--- config.mk ---
export PLATFORM = sky130hd
export DESIGN_NAME = amicable_pair_checker_core
export DESIGN_NICKNAME = d
export VERILOG_FILES = /design/src/apc_pkg.sv /design/src/amicable_pair_checker_core.sv
export SDC_FILE = /design/constraint.sdc
export NUM_CORES = 1
export LEC_CHECK = 0
export BUFFER_PORTS_ARGS = -buffer_cell sky130_fd_sc_hd__buf_2
export CAP_MARGIN = 10
export CORE_ASPECT_RATIO = 1.1
export CORE_MARGIN = 5
export CORE_UTILIZATION = 35
export CTS_BUF_LIST = sky130_fd_sc_hd__clkbuf_8
export DETAILED_ROUTE_END_ITERATION = 12
export GPL_TIMING_DRIVEN = 0
export MAX_ROUTING_LAYER = met4
export SYNTH_ARGS = -nofsm -noshare
export SYNTH_HDL_FRONTEND = slang
export SYNTH_SLANG_ARGS = --single-unit
--- constraint.sdc ---
create_clock -name clk -period 7.5 [get_ports clk]
set_input_delay 0.75 -clock clk [delete_from_list [all_inputs] [get_ports clk]]
set_output_delay 0.75 -clock clk [all_outputs]
set_load 0.02 [all_outputs]
--- src/apc_pkg.sv ---
package apc_pkg;

  localparam int FIELD_BITS = 16;
  localparam int VALUE_BITS = 16;
  // trial divisors stay at or below the square root, plus one step past it
  localparam int D_BITS     = VALUE_BITS / 2 + 1;
  localparam int SQ_BITS    = 2 * D_BITS;
  // proper divisor sums stay below 8n over the whole range of VALUE_BITS
  localparam int SUM_BITS   = VALUE_BITS + 3;
  localparam int CNT_BITS   = $clog2(VALUE_BITS);

  localparam logic [FIELD_BITS-1:0] LIMIT_RESET = 16'hFFFF;

  typedef enum logic [5:0] {
    S_IDLE   = 6'b000001,
    S_START  = 6'b000010,
    S_SQCHK  = 6'b000100,
    S_DIV    = 6'b001000,
    S_ACC    = 6'b010000,
    S_RESULT = 6'b100000
  } state_t;

endpackage

--- src/amicable_pair_checker_core.sv ---
// amicable pair checker
// input channel: in_valid / in_stall carry one candidate; a transfer takes
// place on a rising edge with in_valid high and in_stall low. in_stall is
// high while a candidate is being worked on and low otherwise.
// result channel: out_valid / out_stall carry is_pair and partner, one
// result for every candidate, held in an output register until taken.
// cfg channel: cfg_valid / cfg_ready write search_limit; cfg_ready is
// always high and the limit should only change while the block is idle.
// divider: both divisor sums run on one shared restoring divider that
// yields one quotient bit per cycle, for each trial divisor
// d = 2 .. floor(sqrt(n)); the pass over s runs only when
// candidate < s <= limit. candidates at or above the limit skip the
// divider and go straight to the result state; zero and one skip the
// division steps as well.
// a new candidate is taken as soon as the previous result has been moved
// into the output register, even while the receiver stalls that result.
// reset (rst_n low, synchronous) sets the limit to 65535, drops any work
// in progress and clears the output valid.
module amicable_pair_checker_core import apc_pkg::*; (
  input  logic                  clk,
  input  logic                  rst_n,
  input  logic                  in_valid,
  output logic                  in_stall,
  input  logic [FIELD_BITS-1:0] in_candidate,
  output logic                  out_valid,
  input  logic                  out_stall,
  output logic                  out_is_pair,
  output logic [FIELD_BITS-1:0] out_partner,
  input  logic                  cfg_valid,
  output logic                  cfg_ready,
  input  logic [FIELD_BITS-1:0] cfg_data
);

  state_t                state_r, state_nxt;
  logic [VALUE_BITS-1:0] limit_r, limit_nxt;
  logic [VALUE_BITS-1:0] cand_r, cand_nxt;
  logic [VALUE_BITS-1:0] n_r, n_nxt;
  logic                  pass_r, pass_nxt;
  logic [SUM_BITS-1:0]   total_r, total_nxt;
  logic [D_BITS-1:0]     d_r, d_nxt;
  logic [VALUE_BITS-1:0] dvd_r, dvd_nxt;
  logic [D_BITS-1:0]     rem_r, rem_nxt;
  logic [CNT_BITS-1:0]   cnt_r, cnt_nxt;
  logic                  pair_r, pair_nxt;
  logic [VALUE_BITS-1:0] s_r, s_nxt;

  logic                  out_valid_r, out_valid_nxt;
  logic                  out_is_pair_r, out_is_pair_nxt;
  logic [FIELD_BITS-1:0] out_partner_r, out_partner_nxt;

  logic                  in_xfer;
  logic [SQ_BITS-1:0]    d_sq;
  logic [D_BITS:0]       trial;
  logic                  qbit;
  logic [SUM_BITS-1:0]   q_add;
  logic                  out_free;

  assign in_xfer  = in_valid && !in_stall;
  assign in_stall = (state_r != S_IDLE);
  assign cfg_ready = 1'b1;
  assign out_free = !out_valid_r || !out_stall;

  assign d_sq  = SQ_BITS'(d_r) * SQ_BITS'(d_r);
  assign trial = {rem_r, dvd_r[VALUE_BITS-1]};
  assign qbit  = (trial >= {1'b0, d_r});
  // cofactor is added only when it differs from the divisor
  assign q_add = (dvd_r != VALUE_BITS'(d_r)) ? SUM_BITS'(dvd_r) : '0;

  always_comb begin
    state_nxt       = state_r;
    limit_nxt       = limit_r;
    cand_nxt        = cand_r;
    n_nxt           = n_r;
    pass_nxt        = pass_r;
    total_nxt       = total_r;
    d_nxt           = d_r;
    dvd_nxt         = dvd_r;
    rem_nxt         = rem_r;
    cnt_nxt         = cnt_r;
    pair_nxt        = pair_r;
    s_nxt           = s_r;
    out_valid_nxt   = out_valid_r;
    out_is_pair_nxt = out_is_pair_r;
    out_partner_nxt = out_partner_r;

    if (out_valid_r && !out_stall) begin
      out_valid_nxt = 1'b0;
    end
    if (cfg_valid && cfg_ready) begin
      limit_nxt = VALUE_BITS'(cfg_data);
    end

    unique case (state_r)
      S_IDLE: begin
        if (in_xfer) begin
          cand_nxt = VALUE_BITS'(in_candidate);
          n_nxt    = VALUE_BITS'(in_candidate);
          pass_nxt = 1'b0;
          pair_nxt = 1'b0;
          s_nxt    = '0;
          if (VALUE_BITS'(in_candidate) < limit_r) begin
            state_nxt = S_START;
          end else begin
            state_nxt = S_RESULT;
          end
        end
      end
      S_START: begin
        d_nxt = D_BITS'(2);
        if (n_r < VALUE_BITS'(2)) begin
          total_nxt = '0;
          state_nxt = S_ACC;
          d_nxt     = '0;
        end else begin
          total_nxt = SUM_BITS'(1);
          state_nxt = S_SQCHK;
        end
      end
      S_SQCHK: begin
        if (d_sq <= SQ_BITS'(n_r)) begin
          dvd_nxt   = n_r;
          rem_nxt   = '0;
          cnt_nxt   = '0;
          state_nxt = S_DIV;
        end else begin
          d_nxt     = '0;
          state_nxt = S_ACC;
        end
      end
      S_DIV: begin
        rem_nxt = qbit ? D_BITS'(trial - {1'b0, d_r}) : D_BITS'(trial);
        dvd_nxt = {dvd_r[VALUE_BITS-2:0], qbit};
        cnt_nxt = cnt_r + 1'b1;
        if (cnt_r == CNT_BITS'(VALUE_BITS - 1)) begin
          state_nxt = S_ACC;
        end
      end
      S_ACC: begin
        // d of zero marks the end of a pass
        if (d_r != '0) begin
          if (rem_r == '0) begin
            total_nxt = total_r + SUM_BITS'(d_r) + q_add;
          end
          d_nxt     = d_r + 1'b1;
          state_nxt = S_SQCHK;
        end else if (!pass_r) begin
          if ((SUM_BITS'(cand_r) < total_r) && (total_r <= SUM_BITS'(limit_r))) begin
            s_nxt     = VALUE_BITS'(total_r);
            n_nxt     = VALUE_BITS'(total_r);
            pass_nxt  = 1'b1;
            state_nxt = S_START;
          end else begin
            state_nxt = S_RESULT;
          end
        end else begin
          pair_nxt  = (total_r == SUM_BITS'(cand_r));
          state_nxt = S_RESULT;
        end
      end
      S_RESULT: begin
        if (out_free) begin
          out_valid_nxt   = 1'b1;
          out_is_pair_nxt = pair_r;
          out_partner_nxt = pair_r ? FIELD_BITS'(s_r) : '0;
          state_nxt       = S_IDLE;
        end
      end
      default: begin
        state_nxt = S_IDLE;
      end
    endcase
  end

  always_ff @(posedge clk) begin
    if (!rst_n) begin
      state_r     <= S_IDLE;
      limit_r     <= VALUE_BITS'(LIMIT_RESET);
      out_valid_r <= 1'b0;
    end else begin
      state_r     <= state_nxt;
      limit_r     <= limit_nxt;
      out_valid_r <= out_valid_nxt;
    end
  end

  always_ff @(posedge clk) begin
    cand_r        <= cand_nxt;
    n_r           <= n_nxt;
    pass_r        <= pass_nxt;
    total_r       <= total_nxt;
    d_r           <= d_nxt;
    dvd_r         <= dvd_nxt;
    rem_r         <= rem_nxt;
    cnt_r         <= cnt_nxt;
    pair_r        <= pair_nxt;
    s_r           <= s_nxt;
    out_is_pair_r <= out_is_pair_nxt;
    out_partner_r <= out_partner_nxt;
  end

  assign out_valid   = out_valid_r;
  assign out_is_pair = out_is_pair_r;
  assign out_partner = out_partner_r;

endmodule

==> out/qor.csv <==
stage,metric,value,unit
run_status,outcome,"complete, no violations",
floorplan,row_count,68,
critical_path,cp-end-kind,register,
floorplan,pin_count,57,
synth,yosysWarnings,0,
power,leakage,5.42,nW
critical_path,worst_ep_arrival_time,7.26,ns
floorplan,initial_core_util,35.3,%
cts,cts_tree,built,
place,place.gp.congestion,0.900,
sta,setup_viol,0,
synth,synth_area_leaders,"edfxtp_1 34%, ha_1 15%, fa_1 8.2%",
cts,numCtsBuffers,17,
synth,synth_compound_area_share,13.2,%
power,swShare,41.2,%
drt,first_pass_iters,5,
sta,finalHoldViolCount,0,
final_layout,post-route-util,39.5,%
synth,yosysTopAreaCell,edfxtp_1,
cts,cts_hold_buf,0,
run,drv_cap,0,
place,port_buffers,55,
sta,slew_headroom,54.0,%
cts,clkTransAtPathRegs,0.08,ns
min_path,hp-class,in2reg,
synth,synth_top_family_by_area,adder cells,
critical_path,path_class,reg2reg,
grt,grt_pass1_wl,44700,um
final_layout,finalInstanceArea,12300,um2
final_layout,filler_cell_count,3125,
place,hpwlAfterDp,22700,um
synth,synthCells,1105,
synth,ys_seq_area_share,38.0,%
power,power.switching,1.49,mW
grt,grt_max_degree,33,
cts,cts_sinks,147,
synth,netlist.area_leader.share,33.8,%
power,seq_power_share,29.1,%
sta,rsz0062_at_grt,no,
synth,synth_flop_cell,edfxtp_1,
power,power,3.61,mW
sta,fin_crit,7.04,ns
critical_path,crit_fanout,10,
drt,routed_wl,27900,um
sta,finalCritPeriodShare,93.9,%
drt,wire_per_inst,17.3,um
floorplan,die_x,179,um
synth,synth_xor_area_share,3.89,%
synth,syn_area,11000,um2
grt,overflow,0,
synth,syn_nets,1321,
sta,tightest_slew,0.690,ns
cts,cts_root_buf,clkbuf_8,
drt,final_antenna_net_count,0,
sta,fmax,142,MHz
final_layout,diodes,0,
synth,synthMuxAreaShare,0.182,%
final_layout,final_nets,1399,
floorplan,core,31200,um2
grt,grt_pass1_vias,8375,
final_layout,final_layout_size_suffix_gt1_share,9.11,%
power,clkPwrFrac,17.6,%
sta,skew,0.00970,ns
synth,synth_edf_count,124,
cts,clock_latency,0.46,ns
power,vdd_drop_max,0.159,mV
drt,drc,0,
synth,synthArstFlopShare,0,%
floorplan,die_h,196,um
cts,htreeDepth,4,
drt,drtIter0Drc,608,
sta,slew_viol_final,0,
grt,grt_usage,16.8,%
power,pwr-share-comb,53.2,%
critical_path,startpoint_type,register,
synth,yosysUniqueCellTypes,71,
synth,ys_seq_elements,147,
synth,synth_simple_gate_area_share,15.3,%
final_layout,area_growth,12.0,%
drt,post_drt_via_cell_ratio,5.10,
floorplan,die_area,35100,um2
cts,cts_buffer_depth,2,
place,dpl-instance-area,11900,um2
grt,antenna_found_initial,0,
synth,synthAdderAreaFrac,23.4,%
drt,vias,8240,
sta,finalSetupTns,0,ns
power,power_density,293,nW/um2
power,p_int,2.12,mW
synth,avgSynthCellArea,9.97,um2
critical_path,cp.required,7.72,ns
-- synth_stat cells (5+ instances only) --
cell,n
a211oi_1,11
a21o_1,38
a21oi_1,42
a31oi_1,5
and2_1,20
and3_1,5
clkbuf_1,30
clkinv_1,7
dfxtp_1,23
edfxtp_1,124
fa_1,45
ha_1,134
inv_1,130
nand2_1,81
nand2b_1,7
nand3_1,20
nand4_1,18
nor2_1,108
nor2b_1,21
nor3_1,19
nor4_1,10
o211ai_1,23
o21a_1,16
o21ai_0,40
o21bai_1,5
or3_1,5
or4_1,5
xnor2_1,25
xor2_1,22
-- path summary, 6_finish.rpt --
| kind | slack (ns) | cells past startpoint | from | end |
|---|---|---|---|---|
| setup / recovery | 0.46 | 26 | d_r[1] | d_r[4] |
| hold / removal | 0.50 | 3 | cfg_data[0] | limit_r[0] |
| setup reg to reg | 0.46 | 26 | d_r[1] | d_r[4] |
| hold reg to reg | 0.52 | 1 | s_r[15] | out_partner[15] |
-- critical path, cell delays in order (launching register included) --
cell and delay (ns):
edfxtp_1 0.65, clkinv_1 0.50, nor2_1 0.33, inv_1 0.09, fa_1 0.50, inv_1 0.05
fa_1 0.49, inv_1 0.05, fa_1 0.48, fa_1 0.56, inv_1 0.05, ha_1 0.32
o21ai_1 0.10, o21a_1 0.20, o21a_1 0.22, nor2_1 0.18, a21o_1 0.14, a21oi_1 0.07
xnor2_1 0.24, ha_1 0.30, o21ai_0 0.09, a21oi_1 0.07, a211o_1 0.35, nand2_1 0.11
o2111ai_2 0.25, nor3b_4 0.25, buf_12 0.16
-- layout by cell type, fill, tap and decap left out, types with 5 or more instances in the layout --
cell type and count:
nor2b_1 21, edfxtp_1 124, a211oi_1 11, a21oi_1 40, buf_2 57, nand4_1 18
inv_1 131, o21ai_0 40, ha_1 134, o21a_1 16, o21bai_1 5, o211ai_1 23
and2_1 20, xnor2_1 25, or4_1 5, clkinv_1 6, xor2_1 22, nor4_1 10
or3_1 5, nor2_1 108, a21o_1 38, clkbuf_8 17, a31oi_1 5, clkbuf_1 29
nand3_1 20, dfxtp_1 23, fa_1 45, and3_1 5, nand2b_1 7, nand2_1 80
inv_6 6, nor3_1 19
-- logic make-up (layout without fill, tap and decap cells) --
group / after synthesis / in the layout
other cells: 1 / 1
simple gates: 341 / 341
fa+ha+maj: 179 / 179
flops: 147 / 147
mux: 2 / 2
buf+inv: 172 / 263
xor+xnor: 48 / 48
compound gates: 215 / 215
-- power by group through the flow --
stage	registers (mW)	clock network, mW	logic (mW)
floorplan	1.05	0	1.46
global placement	1.07	0	1.88
detailed placement	1.07	0	1.91
CTS	1.05	0.652	1.92
global route	1.06	0.688	2.21
finish	1.05	0.636	1.92
-- sequential cells by signal, summed over array words and instances, names as in the netlist --
register / flops
pass_r: 1
state_r: 6
rem_r: 9
total_r: 19
out_partner: 16
pair_r: 1
out_is_pair: 1
cnt_r: 4
out_valid: 1
n_r: 16
dvd_r: 16
limit_r: 16
d_r: 9
cand_r: 16
s_r: 16
-- metal layers --
metal / up-vias / part of all wire, % / track usage [%]
met3: 47 / 3.4 / 1.98
met2: 177 / 49 / 27.8
met5: - / 0 / -
met1: 3973 / 45 / 21.1
met4: 0 / 3.0 / 6.46
li1: 4043 / - / -
-- layout make-up --
class	count	area, um2	share of cell area (%)
plain buffers	34	143	1.16
clock buffers	17	234	1.90
clock inverters	15	168	1.36
inverters	138	526	4.26
multi-input cells	786	6200	50.3
flip-flops and latches	147	4180	33.9
well taps	420	526	4.26
repair buffers	59	353	2.86
-- what timing repair did --
item,4_1_cts,5_1_grt
buffers inserted,0,1
setup endpoints to repair,38,38
gates resized for setup,3,5
-- through the flow --
stage                     hold WS (ns)  std cells  setup WS, ns
after floorplan                  0.472       1105         0.968
after global placement           0.500       1580        -0.469
after detailed placement         0.507       1582        -0.465
after CTS                        0.470       1614        0.0653
after global routing             0.480       1616        0.0631
final                            0.503       1616         0.459
Power figures use the tool's default switching activity.
